### src/design/kcms_pkg.sv
// Shared types, constants and pattern tables of the key code to Morse sequencer.
`default_nettype none

package kcms_pkg;

  localparam int MAX_SYMBOLS_DEF = 7;
  localparam int QUEUE_DEPTH     = 2;

  localparam int PAT_W       = 8;
  localparam int PAT_LEN_W   = 3;
  localparam int LEN_W       = 4;
  localparam int KIND_W      = 2;
  localparam int CODE_W      = 8;
  localparam int GROUP_W     = 2;
  localparam int CFG_INDEX_W = 2;
  localparam int CFG_DATA_W  = 4;

  localparam logic [KIND_W-1:0] KIND_DOT      = 2'd0;
  localparam logic [KIND_W-1:0] KIND_DASH     = 2'd1;
  localparam logic [KIND_W-1:0] KIND_ELEM_GAP = 2'd2;
  localparam logic [KIND_W-1:0] KIND_CHAR_GAP = 2'd3;

  localparam logic [CFG_INDEX_W-1:0] REG_DOT  = 2'd0;
  localparam logic [CFG_INDEX_W-1:0] REG_DASH = 2'd1;
  localparam logic [CFG_INDEX_W-1:0] REG_EGAP = 2'd2;
  localparam logic [CFG_INDEX_W-1:0] REG_CGAP = 2'd3;

  localparam logic [LEN_W-1:0] RST_DOT  = 4'd1;
  localparam logic [LEN_W-1:0] RST_DASH = 4'd4;
  localparam logic [LEN_W-1:0] RST_EGAP = 4'd1;
  localparam logic [LEN_W-1:0] RST_CGAP = 4'd4;

  typedef struct packed {
    logic [CODE_W-1:0]  key_code;
    logic [GROUP_W-1:0] layout_group;
  } key_item_t;

  typedef struct packed {
    logic [KIND_W-1:0] element_kind;
    logic              tone_on;
    logic [LEN_W-1:0]  length_units;
    logic              last;
  } elem_item_t;

  typedef struct packed {
    logic [LEN_W-1:0] dot;
    logic [LEN_W-1:0] dash;
    logic [LEN_W-1:0] egap;
    logic [LEN_W-1:0] cgap;
  } cfg_len_t;

  // marks: first symbol in the top bit, 1 is a dash
  typedef struct packed {
    logic [PAT_LEN_W-1:0] len;
    logic [PAT_W-1:0]     marks;
  } pat_t;

  typedef enum logic [1:0] {
    ST_IDLE,
    ST_TONE,
    ST_GAP,
    ST_CHAR
  } back_state_t;

  function automatic logic [LEN_W-1:0] len_of(input logic [LEN_W-1:0] v);
    return (v == '0) ? LEN_W'(1) : v;
  endfunction

  function automatic pat_t latin_pat(input logic [5:0] idx);
    pat_t p;
    p = '0;
    case (idx)
      6'd10: p = '{3'd5, 8'b01111000};
      6'd11: p = '{3'd5, 8'b00111000};
      6'd12: p = '{3'd5, 8'b00011000};
      6'd13: p = '{3'd5, 8'b00001000};
      6'd14: p = '{3'd5, 8'b00000000};
      6'd15: p = '{3'd5, 8'b10000000};
      6'd16: p = '{3'd5, 8'b11000000};
      6'd17: p = '{3'd5, 8'b11100000};
      6'd18: p = '{3'd5, 8'b11110000};
      6'd19: p = '{3'd5, 8'b11111000};
      6'd24: p = '{3'd4, 8'b11010000};
      6'd25: p = '{3'd3, 8'b01100000};
      6'd26: p = '{3'd1, 8'b00000000};
      6'd27: p = '{3'd3, 8'b01000000};
      6'd28: p = '{3'd1, 8'b10000000};
      6'd29: p = '{3'd4, 8'b10110000};
      6'd30: p = '{3'd3, 8'b00100000};
      6'd31: p = '{3'd2, 8'b00000000};
      6'd32: p = '{3'd3, 8'b11100000};
      6'd33: p = '{3'd4, 8'b01100000};
      6'd38: p = '{3'd2, 8'b01000000};
      6'd39: p = '{3'd3, 8'b00000000};
      6'd40: p = '{3'd3, 8'b10000000};
      6'd41: p = '{3'd4, 8'b00100000};
      6'd42: p = '{3'd3, 8'b11000000};
      6'd43: p = '{3'd4, 8'b00000000};
      6'd44: p = '{3'd4, 8'b01110000};
      6'd45: p = '{3'd3, 8'b10100000};
      6'd46: p = '{3'd4, 8'b01000000};
      6'd52: p = '{3'd4, 8'b11000000};
      6'd53: p = '{3'd4, 8'b10010000};
      6'd54: p = '{3'd4, 8'b10100000};
      6'd55: p = '{3'd4, 8'b00010000};
      6'd56: p = '{3'd4, 8'b10000000};
      6'd57: p = '{3'd2, 8'b10000000};
      6'd58: p = '{3'd2, 8'b11000000};
      6'd59: p = '{3'd6, 8'b01010100};
      6'd60: p = '{3'd6, 8'b00000000};
      6'd61: p = '{3'd5, 8'b10010000};
      default: p = '0;
    endcase
    return p;
  endfunction

  function automatic pat_t cyr_pat(input logic [5:0] idx);
    pat_t p;
    p = '0;
    case (idx)
      6'd24: p = '{3'd4, 8'b01110000};
      6'd25: p = '{3'd4, 8'b10100000};
      6'd26: p = '{3'd3, 8'b00100000};
      6'd27: p = '{3'd3, 8'b10100000};
      6'd28: p = '{3'd1, 8'b00000000};
      6'd29: p = '{3'd2, 8'b10000000};
      6'd30: p = '{3'd3, 8'b11000000};
      6'd31: p = '{3'd4, 8'b11110000};
      6'd32: p = '{3'd4, 8'b11010000};
      6'd33: p = '{3'd4, 8'b11000000};
      6'd34: p = '{3'd4, 8'b00000000};
      6'd35: p = '{3'd6, 8'b01101000};
      6'd38: p = '{3'd4, 8'b00100000};
      6'd39: p = '{3'd4, 8'b10110000};
      6'd40: p = '{3'd3, 8'b01100000};
      6'd41: p = '{3'd2, 8'b01000000};
      6'd42: p = '{3'd4, 8'b01100000};
      6'd43: p = '{3'd3, 8'b01000000};
      6'd44: p = '{3'd3, 8'b11100000};
      6'd45: p = '{3'd4, 8'b01000000};
      6'd46: p = '{3'd3, 8'b10000000};
      6'd47: p = '{3'd4, 8'b00010000};
      6'd48: p = '{3'd7, 8'b00010000};
      6'd52: p = '{3'd4, 8'b01010000};
      6'd53: p = '{3'd4, 8'b11100000};
      6'd54: p = '{3'd3, 8'b00000000};
      6'd55: p = '{3'd2, 8'b11000000};
      6'd56: p = '{3'd2, 8'b00000000};
      6'd57: p = '{3'd1, 8'b10000000};
      6'd58: p = '{3'd4, 8'b10010000};
      6'd59: p = '{3'd4, 8'b10000000};
      6'd60: p = '{3'd3, 8'b00100000};
      6'd61: p = '{3'd6, 8'b00000000};
      default: p = '0;
    endcase
    return p;
  endfunction

endpackage

`default_nettype wire

### src/design/kcms_front.sv
// Front end: takes key items, looks up the Morse pattern and pushes it to the queue.
`default_nettype none

module kcms_front #(
  parameter int MAX_SYMBOLS = kcms_pkg::MAX_SYMBOLS_DEF,
  localparam int CNT_W      = $clog2(MAX_SYMBOLS + 1),
  localparam int ENTRY_W    = CNT_W + kcms_pkg::PAT_W
) (
  input  wire logic                 key_valid,
  output logic                      key_ready,
  input  wire kcms_pkg::key_item_t  key_item,
  input  wire logic                 q_full,
  output logic                      push,
  output logic [ENTRY_W-1:0]        push_data
);

  kcms_pkg::pat_t   pat;
  logic [CNT_W-1:0] cnt;

  always_comb begin
    pat = '0;
    // codes of 64 and above have no table entry
    if (key_item.key_code[7:6] == 2'b00) begin
      if (key_item.layout_group != '0) begin
        pat = kcms_pkg::cyr_pat(key_item.key_code[5:0]);
      end else begin
        pat = kcms_pkg::latin_pat(key_item.key_code[5:0]);
      end
    end
  end

  // cut long patterns to the symbol limit
  always_comb begin
    if (int'(pat.len) > MAX_SYMBOLS) begin
      cnt = CNT_W'(MAX_SYMBOLS);
    end else begin
      cnt = CNT_W'(pat.len);
    end
  end

  assign key_ready = !q_full;
  assign push      = key_valid && !q_full;
  assign push_data = {cnt, pat.marks};

endmodule

`default_nettype wire

### src/design/kcms_queue.sv
// Short register queue between the front end and the element sequencer.
`default_nettype none

module kcms_queue #(
  parameter int WIDTH = 8,
  parameter int DEPTH = kcms_pkg::QUEUE_DEPTH,
  localparam int PTR_W = (DEPTH > 1) ? $clog2(DEPTH) : 1,
  localparam int CNT_W = $clog2(DEPTH + 1)
) (
  input  wire logic             clk,
  input  wire logic             rst,
  input  wire logic             push,
  input  wire logic [WIDTH-1:0] wdata,
  output logic                  full,
  input  wire logic             pop,
  output logic                  not_empty,
  output logic [WIDTH-1:0]      rdata
);

  logic [WIDTH-1:0] mem [DEPTH];
  logic [PTR_W-1:0] wr_ptr;
  logic [PTR_W-1:0] rd_ptr;
  logic [CNT_W-1:0] count;

  function automatic logic [PTR_W-1:0] bump(input logic [PTR_W-1:0] p);
    return (int'(p) == DEPTH - 1) ? '0 : p + PTR_W'(1);
  endfunction

  assign full      = (int'(count) == DEPTH);
  assign not_empty = (count != '0);
  assign rdata     = mem[rd_ptr];

  always_ff @(posedge clk) begin
    if (rst) begin
      wr_ptr <= '0;
      rd_ptr <= '0;
      count  <= '0;
    end else begin
      if (push) begin
        wr_ptr <= bump(wr_ptr);
      end
      if (pop) begin
        rd_ptr <= bump(rd_ptr);
      end
      if (push && !pop) begin
        count <= count + CNT_W'(1);
      end else if (pop && !push) begin
        count <= count - CNT_W'(1);
      end
    end
  end

  always_ff @(posedge clk) begin
    if (push) begin
      mem[wr_ptr] <= wdata;
    end
  end

endmodule

`default_nettype wire

### src/design/kcms_back.sv
// Back end: steps through one pattern and drives the registered element output.
`default_nettype none

module kcms_back #(
  parameter int MAX_SYMBOLS = kcms_pkg::MAX_SYMBOLS_DEF,
  localparam int CNT_W      = $clog2(MAX_SYMBOLS + 1),
  localparam int ENTRY_W    = CNT_W + kcms_pkg::PAT_W
) (
  input  wire logic                clk,
  input  wire logic                rst,
  input  wire kcms_pkg::cfg_len_t  cfg_len,
  input  wire logic                q_valid,
  input  wire logic [ENTRY_W-1:0]  q_data,
  output logic                     pop,
  output logic                     elem_valid,
  input  wire logic                elem_ready,
  output kcms_pkg::elem_item_t     elem_item
);

  kcms_pkg::back_state_t       state;
  kcms_pkg::back_state_t       state_next;
  logic [kcms_pkg::PAT_W-1:0]  marks;
  logic [kcms_pkg::PAT_W-1:0]  marks_next;
  logic [CNT_W-1:0]            rem;
  logic [CNT_W-1:0]            rem_next;
  kcms_pkg::elem_item_t        elem_item_next;
  logic                        emit;
  logic                        out_free;
  logic [CNT_W-1:0]            q_cnt;
  logic [kcms_pkg::PAT_W-1:0]  q_marks;
  kcms_pkg::elem_item_t        gap_item;
  kcms_pkg::elem_item_t        char_item;

  function automatic kcms_pkg::elem_item_t tone_item(input logic dash,
                                                     input kcms_pkg::cfg_len_t c);
    kcms_pkg::elem_item_t t;
    t.element_kind = dash ? kcms_pkg::KIND_DASH : kcms_pkg::KIND_DOT;
    t.tone_on      = 1'b1;
    t.length_units = dash ? c.dash : c.dot;
    t.last         = 1'b0;
    return t;
  endfunction

  assign q_cnt    = q_data[ENTRY_W-1:kcms_pkg::PAT_W];
  assign q_marks  = q_data[kcms_pkg::PAT_W-1:0];
  assign out_free = !elem_valid || elem_ready;

  assign gap_item  = '{kcms_pkg::KIND_ELEM_GAP, 1'b0, cfg_len.egap, 1'b0};
  assign char_item = '{kcms_pkg::KIND_CHAR_GAP, 1'b0, cfg_len.cgap, 1'b1};

  always_comb begin
    state_next = state;
    case (state)
      kcms_pkg::ST_IDLE: begin
        if (q_valid && out_free && q_cnt != '0) begin
          state_next = kcms_pkg::ST_GAP;
        end
      end
      kcms_pkg::ST_TONE: begin
        if (out_free) begin
          state_next = kcms_pkg::ST_GAP;
        end
      end
      kcms_pkg::ST_GAP: begin
        if (out_free) begin
          state_next = (rem == '0) ? kcms_pkg::ST_CHAR : kcms_pkg::ST_TONE;
        end
      end
      kcms_pkg::ST_CHAR: begin
        if (out_free) begin
          state_next = kcms_pkg::ST_IDLE;
        end
      end
      default: state_next = kcms_pkg::ST_IDLE;
    endcase
  end

  always_comb begin
    pop            = 1'b0;
    emit           = 1'b0;
    elem_item_next = elem_item;
    marks_next     = marks;
    rem_next       = rem;
    case (state)
      kcms_pkg::ST_IDLE: begin
        if (q_valid && out_free) begin
          pop  = 1'b1;
          emit = 1'b1;
          // an empty pattern closes at once with the character gap
          if (q_cnt == '0) begin
            elem_item_next = char_item;
          end else begin
            elem_item_next = tone_item(q_marks[kcms_pkg::PAT_W-1], cfg_len);
            marks_next     = q_marks << 1;
            rem_next       = q_cnt - CNT_W'(1);
          end
        end
      end
      kcms_pkg::ST_TONE: begin
        if (out_free) begin
          emit           = 1'b1;
          elem_item_next = tone_item(marks[kcms_pkg::PAT_W-1], cfg_len);
          marks_next     = marks << 1;
          rem_next       = rem - CNT_W'(1);
        end
      end
      kcms_pkg::ST_GAP: begin
        if (out_free) begin
          emit           = 1'b1;
          elem_item_next = gap_item;
        end
      end
      kcms_pkg::ST_CHAR: begin
        if (out_free) begin
          emit           = 1'b1;
          elem_item_next = char_item;
        end
      end
      default: begin
        emit = 1'b0;
      end
    endcase
  end

  always_ff @(posedge clk) begin
    if (rst) begin
      state      <= kcms_pkg::ST_IDLE;
      elem_valid <= 1'b0;
    end else begin
      state <= state_next;
      if (emit) begin
        elem_valid <= 1'b1;
      end else if (elem_ready) begin
        elem_valid <= 1'b0;
      end
    end
  end

  always_ff @(posedge clk) begin
    marks <= marks_next;
    rem   <= rem_next;
    if (emit) begin
      elem_item <= elem_item_next;
    end
  end

endmodule

`default_nettype wire

### src/design/keycode_to_morse_sequencer.sv
// Top level of the key code to Morse element sequencer.
`default_nettype none

// A key item with a pattern of n dots and dashes (n at most MAX_SYMBOLS) yields
// 2n+1 element items: tone, element gap, ..., character gap with last set. The
// element sequencer sends one item per cycle while elem_ready is high and starts
// the next key right after the character gap; an unmapped key yields only the
// character gap. Key items are looked up on entry and wait in a two-entry
// queue, so keys are taken while an earlier one is still being sent. Lengths
// come from the four 4-bit registers written through cfg_we/cfg_index/cfg_data;
// a register holding 0 reads as 1.

module keycode_to_morse_sequencer #(
  parameter int MAX_SYMBOLS = kcms_pkg::MAX_SYMBOLS_DEF,
  parameter int QUEUE_DEPTH = kcms_pkg::QUEUE_DEPTH
) (
  input  wire logic                                clk,
  input  wire logic                                rst,
  input  wire logic                                key_valid,
  output logic                                     key_ready,
  input  wire kcms_pkg::key_item_t                 key_item,
  output logic                                     elem_valid,
  input  wire logic                                elem_ready,
  output kcms_pkg::elem_item_t                     elem_item,
  input  wire logic                                cfg_we,
  input  wire logic [kcms_pkg::CFG_INDEX_W-1:0]    cfg_index,
  input  wire logic [kcms_pkg::CFG_DATA_W-1:0]     cfg_data
);

  localparam int CNT_W   = $clog2(MAX_SYMBOLS + 1);
  localparam int ENTRY_W = CNT_W + kcms_pkg::PAT_W;

  logic [kcms_pkg::LEN_W-1:0] dot_units;
  logic [kcms_pkg::LEN_W-1:0] dash_units;
  logic [kcms_pkg::LEN_W-1:0] element_gap_units;
  logic [kcms_pkg::LEN_W-1:0] char_gap_units;
  kcms_pkg::cfg_len_t         cfg_len;

  logic               push;
  logic [ENTRY_W-1:0] push_data;
  logic               q_full;
  logic               q_valid;
  logic [ENTRY_W-1:0] q_data;
  logic               pop;

  always_ff @(posedge clk) begin
    if (rst) begin
      dot_units         <= kcms_pkg::RST_DOT;
      dash_units        <= kcms_pkg::RST_DASH;
      element_gap_units <= kcms_pkg::RST_EGAP;
      char_gap_units    <= kcms_pkg::RST_CGAP;
    end else if (cfg_we) begin
      case (cfg_index)
        kcms_pkg::REG_DOT:  dot_units         <= cfg_data;
        kcms_pkg::REG_DASH: dash_units        <= cfg_data;
        kcms_pkg::REG_EGAP: element_gap_units <= cfg_data;
        kcms_pkg::REG_CGAP: char_gap_units    <= cfg_data;
        default: begin
          dot_units <= dot_units;
        end
      endcase
    end
  end

  assign cfg_len.dot  = kcms_pkg::len_of(dot_units);
  assign cfg_len.dash = kcms_pkg::len_of(dash_units);
  assign cfg_len.egap = kcms_pkg::len_of(element_gap_units);
  assign cfg_len.cgap = kcms_pkg::len_of(char_gap_units);

  kcms_front #(
    .MAX_SYMBOLS (MAX_SYMBOLS)
  ) u_front (
    .key_valid (key_valid),
    .key_ready (key_ready),
    .key_item  (key_item),
    .q_full    (q_full),
    .push      (push),
    .push_data (push_data)
  );

  kcms_queue #(
    .WIDTH (ENTRY_W),
    .DEPTH (QUEUE_DEPTH)
  ) u_queue (
    .clk       (clk),
    .rst       (rst),
    .push      (push),
    .wdata     (push_data),
    .full      (q_full),
    .pop       (pop),
    .not_empty (q_valid),
    .rdata     (q_data)
  );

  kcms_back #(
    .MAX_SYMBOLS (MAX_SYMBOLS)
  ) u_back (
    .clk        (clk),
    .rst        (rst),
    .cfg_len    (cfg_len),
    .q_valid    (q_valid),
    .q_data     (q_data),
    .pop        (pop),
    .elem_valid (elem_valid),
    .elem_ready (elem_ready),
    .elem_item  (elem_item)
  );

`ifndef NO_ASSERTIONS
  // a taken tone is always followed at once by its element gap
  a_tone_then_gap: assert property (@(posedge clk) disable iff (rst)
    (elem_valid && elem_ready && elem_item.tone_on) |=>
      (elem_valid && elem_item.element_kind == kcms_pkg::KIND_ELEM_GAP))
    else $error("tone not followed by element gap");

  // an accepted key leaves work waiting in the queue
  a_push_lands: assert property (@(posedge clk) disable iff (rst)
    (key_valid && key_ready) |=> q_valid)
    else $error("accepted key missing from queue");

  a_gap_len: assert property (@(posedge clk) disable iff (rst)
    (elem_valid && elem_item.element_kind == kcms_pkg::KIND_ELEM_GAP) |->
      (elem_item.length_units == cfg_len.egap))
    else $error("element gap length does not match register");

  a_last_char: assert property (@(posedge clk) disable iff (rst)
    (elem_valid && elem_item.last) |->
      (elem_item.element_kind == kcms_pkg::KIND_CHAR_GAP &&
       elem_item.length_units == cfg_len.cgap))
    else $error("last set on wrong element");
`endif

endmodule

`default_nettype wire
### config.mk
export PLATFORM = sky130hd
export DESIGN_NAME = keycode_to_morse_sequencer
export DESIGN_NICKNAME = d
export VERILOG_FILES = /design/src/design/kcms_pkg.sv /design/src/design/kcms_front.sv /design/src/design/kcms_queue.sv /design/src/design/kcms_back.sv /design/src/design/keycode_to_morse_sequencer.sv
export SDC_FILE = /design/constraint.sdc
export NUM_CORES = 1
export LEC_CHECK = 0
export ABC_AREA = 1
export BUFFER_PORTS_ARGS = -buffer_cell sky130_fd_sc_hd__buf_2
export CORE_ASPECT_RATIO = 0.6
export CORE_UTILIZATION = 40
export DETAILED_ROUTE_END_ITERATION = 10
export GPL_TIMING_DRIVEN = 1
export PLACE_DENSITY = 0.61
export SLEW_MARGIN = 0
export SYNTH_ARGS = -nofsm -noshare
export SYNTH_HDL_FRONTEND = slang
export SYNTH_HIERARCHICAL = 1
export SYNTH_SLANG_ARGS = --single-unit
### constraint.sdc
create_clock -name clk -period 2 [get_ports clk]
set_input_delay 0.1 -clock clk [delete_from_list [all_inputs] [get_ports clk]]
set_output_delay 0.1 -clock clk [all_outputs]
set_load 0.005 [all_outputs]
[After elaboration in Yosys (flattened, before gate mapping)]
Memory sizes are Yosys's and may differ from the RTL's. A register that Yosys moved wholly into a read port is not among the register bits.
Cells that the tools add are included.
Word-level totals
  register bits: 42
  memory bits (writable): 22
  ROM bits: 1088
  bits of input ports: 21
  output and inout bits: 10
  logic and storage cells: 114
  memories: 3
Cells by class
  add/sub/neg operators: 6
  eq/ne operators: 13
  mux-type cells: 44
  reduce and logical (&&, ||, !) cells: 33
Memories
  (no name shown): depth 64, width 9, read ports 1, clocked after memory_dff 0, wr ports 0, line kcms_pkg.sv:72  | case (idx)
  (no name shown): depth 64, width 8, read ports 1, clocked after memory_dff 0, wr ports 0, line kcms_pkg.sv:120  | case (idx)
  u_queue.mem: depth 2, width 11, read ports 1, clocked after memory_dff 1, wr ports 1, line kcms_queue.sv:20  | logic [WIDTH-1:0] mem [DEPTH];
Operator list (number)
  8-bit two-way mux: 8
  8-bit one-hot mux with 4 select lines: 1
  4-bit two-way mux: 6
  11-bit two-way mux: 2
  4-bit logical NOT: 4
  8-bit one-hot mux with 2 select lines: 1
  2-bit two-way mux: 7
  1-bit two-way mux: 13
  2-bit equality test (second input constant): 5
  2-bit by 1-bit != test with 1-bit output (second input constant): 5
  2-bit nonzero test: 5
  3-bit two-way mux: 3
  2-bit one-hot mux with 4 select lines: 1
  2-bit AND reduction: 4
  4-bit AND reduction: 2
  2-bit logical NOT: 3
  3-bit logical NOT: 2
  3-bit one-hot mux with 2 select lines: 1
  3-bit by 1-bit subtractor with 3-bit output (second input constant): 2
  1-bit logical AND: 5
  5-bit AND reduction: 1
  2-bit by 1-bit equality test with 1-bit output (second input constant): 2
  1-bit logical NOT: 4
  3-bit nonzero test: 1
  7 further kinds: 8

[Depth between registers and ports, before layout]
  depth after elaboration: 8
  mapped depth: 12
  gate-level depth less buffers: 12

[Hierarchy]
Netlist, hierarchy kept.
Modules (own cells, without submodules)
  kcms_front: times used 1, cells an instance 238, area an instance 1212.4 um^2, sequential area each 0.0 um^2
  kcms_back: times used 1, cells an instance 141, area an instance 1201.2 um^2, sequential area each 600.6 um^2
  kcms_queue: times used 1, cells an instance 67, area an instance 1059.8 um^2, sequential area each 760.7 um^2
  keycode_to_morse_sequencer: times used 1, cells an instance 116, area an instance 735.7 um^2, sequential area each 320.3 um^2

[Worst setup path after synthesis]
Ideal clock, no wire load.
  path kind: register -> register
  start: register with a tool-made name
  end: register u_back/marks[1] (netlist name) (enable)
  setup time: 0.288 ns
  data arrival time: 1.447 ns
  required time: 1.712 ns
  setup slack: 0.265 ns
  cell stages (with the launch flop): 6
  path buffers: 1
  clock period less this slack: 1.735 ns
  path through: dfxtp_1 > buf_6 > mux2_4 > nor2_2 > nand3_4 > and3_1
RTL lines
  end signal, assigned: line kcms_back.sv:140  | marks <= marks_next;
  end, declared: line kcms_back.sv:22  | logic [kcms_pkg::PAT_W-1:0] marks;

==> impl_metrics.csv <==
group,metric,value,unit
hold_path,holdPathEnd,"element_gap_units[2]",
timing,relSlewSlack,0.578,
layout,drive_above_1_share,0.171,
layout,fill_cells,987,
logic_synthesis,yosysMostFrequentCell,"nand2_1",
logic_synthesis,synth.avg_cell_area,7.49,um^2
timing,max_freq,543,MHz
route,drc,0,
grt,grtUsageMet3,0.0864,
logic_synthesis,yosys.area_share.adder,0.0446,
grt,grt_busiest_layer,"met1",
setup_path,slowest_stage,"dfxtp_1",
logic_synthesis,synthXorXnorAreaFrac,0.00416,
timing,hold_viol_final,0,
placement,io_buffers,30,
hold_path,worstHoldStart,"cfg_data[2]",
layout,post-route-util,0.483,
route,drt_iter0_drc,448,
clocking,cts_tree,"yes",
route,via_count,3890,
logic_synthesis,synthTopCellsByArea,"edfxtp_1, nand2_1, dfxtp_1, nand3_1, inv_1",
logic_synthesis,synth_flop_cell,"edfxtp_1",
clocking,cts_sinks,64,
timing,fin_setup_tns,0,ns
layout,layoutNonFillerInstCount,737,
timing,max_slew.worst_pin.slew,0.630,ns
pwr,power.density,1090,nW/um^2
setup_path,r2r_cells,4,
logic_synthesis,netlist_instances,562,
clocking,insertion_delay,0.32,ns
timing,rsz0062_at_grt,"false",
timing,finalCritPeriodShare,0.921,
setup_path,worstPathRequired,2.02,ns
setup_path,timing.rr.end,"u_back/marks[6]",
hold_path,hold_path.class,"input pin to flip-flop",
grt,grt_pass1_vias,3452,
logic_synthesis,synth_simple_gate_area_frac,0.294,
setup_path,worstPathMaxFanout,10,
logic_synthesis,ys_seq_area_frac,0.400,
timing,slew_violations,0,
floorplanning,dieArea,11000,um^2
timing,fin_worst_skew,0.00335,ns
placement,globalplace.congestion,0.951,
grt,grt_pass1_wl,17.9,mm
clocking,post_cts_buffers,0,
setup_path,cp-end-kind,"flip-flop",
grt,grt.total_usage,0.219,
route,postRouteWirelength,11.4,mm
grt,overflow,0,
pwr,leakagePower,2.32,nW
floorplanning,fp.dieH,81.5,um
clocking,clk_pin_slew,0.05,ns
setup_path,rrSetupSlack,0.16,ns
clocking,clock_path_buffers,2,
floorplanning,core,10100,um^2
outcome,status,"finished clean",
layout,nNetsFinal,633,
floorplanning,initial_core_util,0.419,
logic_synthesis,synth_top_area_cell,"edfxtp_1",
route,routedWlPerCell,15.5,um
grt,met2_usage,0.278,
logic_synthesis,ys_ff_latch,64,
logic_synthesis,synth_cell_types,44,
timing,period_needed,1.84,ns
pwr,power,0.00528,W
clocking,clk_root_buffer_cell,"clkbuf_16",
setup_path,max_stage_delay,0.48,ns
logic_synthesis,async_flop_share,0,
setup_path,worst-endpoint-arrival,1.87,ns
setup_path,critPathKind,"flip-flop to flip-flop",
grt,grt_max_degree,29,
route,drt_pass1_iterations,6,
setup_path,crit_chain,"mux2_4 > nor2_2 > nand3_4 > and3_1",
placement,hpwl,8.98,mm
route,ant_nets,0,
layout,area_growth_syn_to_layout,15.3,%
run,max_cap_viol_count,0,
floorplanning,rows,28,
route,avgViaCountPerCell,5.28,
placement,dp.cells,721,
setup_path,start_kind,"flip-flop",
floorplanning,io_pins,31,
logic_synthesis,synth-edff-count,40,
timing,setup_viol,0,
logic_synthesis,synthTopCellsByCount,"nand2_1, inv_1, nand3_1",
logic_synthesis,synth_top_family_by_area,"simple AND/OR/NAND/NOR gates",
clocking,h-tree-depth,3,
logic_synthesis,yosys.area.top_type_share,0.285,
hold_path,hold_depth,3,
grt,grt_use_met1,0.337,
logic_synthesis,syn_area,4210,um^2
grt,grt_antenna_before_repair,0,
clocking,cts_buffers,9,
logic_synthesis,synth_mux_area_frac,0.0407,
floorplanning,die_w,134,um
pwr,ir_worst_vdd,459,uV
layout,antenna_cells,0,
logic_synthesis,yosysWarnings,6,
logic_synthesis,synth_compound_area_frac,0.109,
layout make-up:
cell class	count	area, um^2	area share
Tap cell	135	169	0.0348
Timing Repair Buffer	57	365	0.0753
Inverter	68	255	0.0526
Clock buffer	11	243	0.0500
Clock inverter	5	56.3	0.0116
Sequential cell	64	1680	0.346
Multi-Input combinational cell	397	2080	0.429
placed cells by master, fill, tap and decap left out, types with 3 or more instances in the layout:
master,n
buf_4,26
nand3_1,54
clkbuf_16,9
nor3_1,3
dfxtp_1,24
ha_1,15
nor2_1,49
edfxtp_1,40
nand4_1,7
buf_2,30
a21oi_1,19
o21ai_0,28
o211ai_1,11
inv_1,61
mux2_4,10
inv_2,7
nand2_1,166
worst max-delay path, delay by kind of cell, from the launching register on:
family	cells	cell delay, ns
AND/OR/NAND/NOR	3	0.72
multiplexers	1	0.34
flip-flops	1	0.48
where the power goes:
part	internal [W]	leakage, nW	total [W]	switching, W
Clock	0.000994	0.145	0.00152	0.000529
Combinational	0.000661	1.59	0.00171	0.00105
Sequential	0.00188	0.584	0.00205	0.000166
metal layers:
layer,up-vias,wire (um)
met1,1762,5710
met3,11,1590
met5,-,0
met4,0,66
li1,1900,-
met2,217,4050
logic make-up after synthesis:
logic type                 count (synthesis)
muxes                                     12
buffers and inverters                    102
AOI/OAI and AO/OA                         74
adders and majority gates                 15
and+or+nand+nor                          292
xor gates and xnor gates                   2
DFF                                       64
other                                      1
worst max path at each step:
| stage | from | to | slack (ns) | cells past startpoint |
|---|---|---|---|---|
| 6_report | flip-flop | u_back/marks[6] | 0.16 | 4 |
| 5_1_grt | flip-flop | u_back/marks[3] | 0.07 | 4 |
| 4_1_cts | flip-flop | u_back/marks[3] | 0.15 | 4 |
| 3_5_place_dp | key_item[3] | u_queue/mem[0][8] | 0.11 | 14 |
| 3_3_place_gp | key_item[3] | u_queue/mem[0][8] | 0.09 | 14 |
| 2_1_floorplan | flip-flop | u_back/marks[1] | 0.27 | 5 |
state kept, by name, indices dropped and copies added (netlist names), 2 cells and up, named ones only:
| name | count |
|---|---|
| u_back/marks | 7 |
| char_gap_units | 4 |
| u_queue/mem | 22 |
| u_back/rem | 3 |
| dash_units | 4 |
| u_back/state | 2 |
| u_back/elem_item | 8 |
| dot_units | 4 |
| u_queue/count | 2 |
| element_gap_units | 4 |
per-stage QoR:
| stage | hold slack [ns] | cell area, um^2 | setup WS (ns) |
|---|---|---|---|
| after floorplan | 0.162 | 4210 | 0.265 |
| after global placement | 0.372 | 4550 | 0.0850 |
| after detailed placement | 0.381 | 4550 | 0.114 |
| after CTS | 0.0420 | 4850 | 0.152 |
| after global routing | 0.0679 | 4850 | 0.0719 |
| final | 0.0470 | 4850 | 0.158 |
timing repair:
action,in CTS,in global routing
hold buffers,0,0
setup endpoints to repair,0,1
gates resized for setup,0,1
Power figures use the tool's default switching activity.
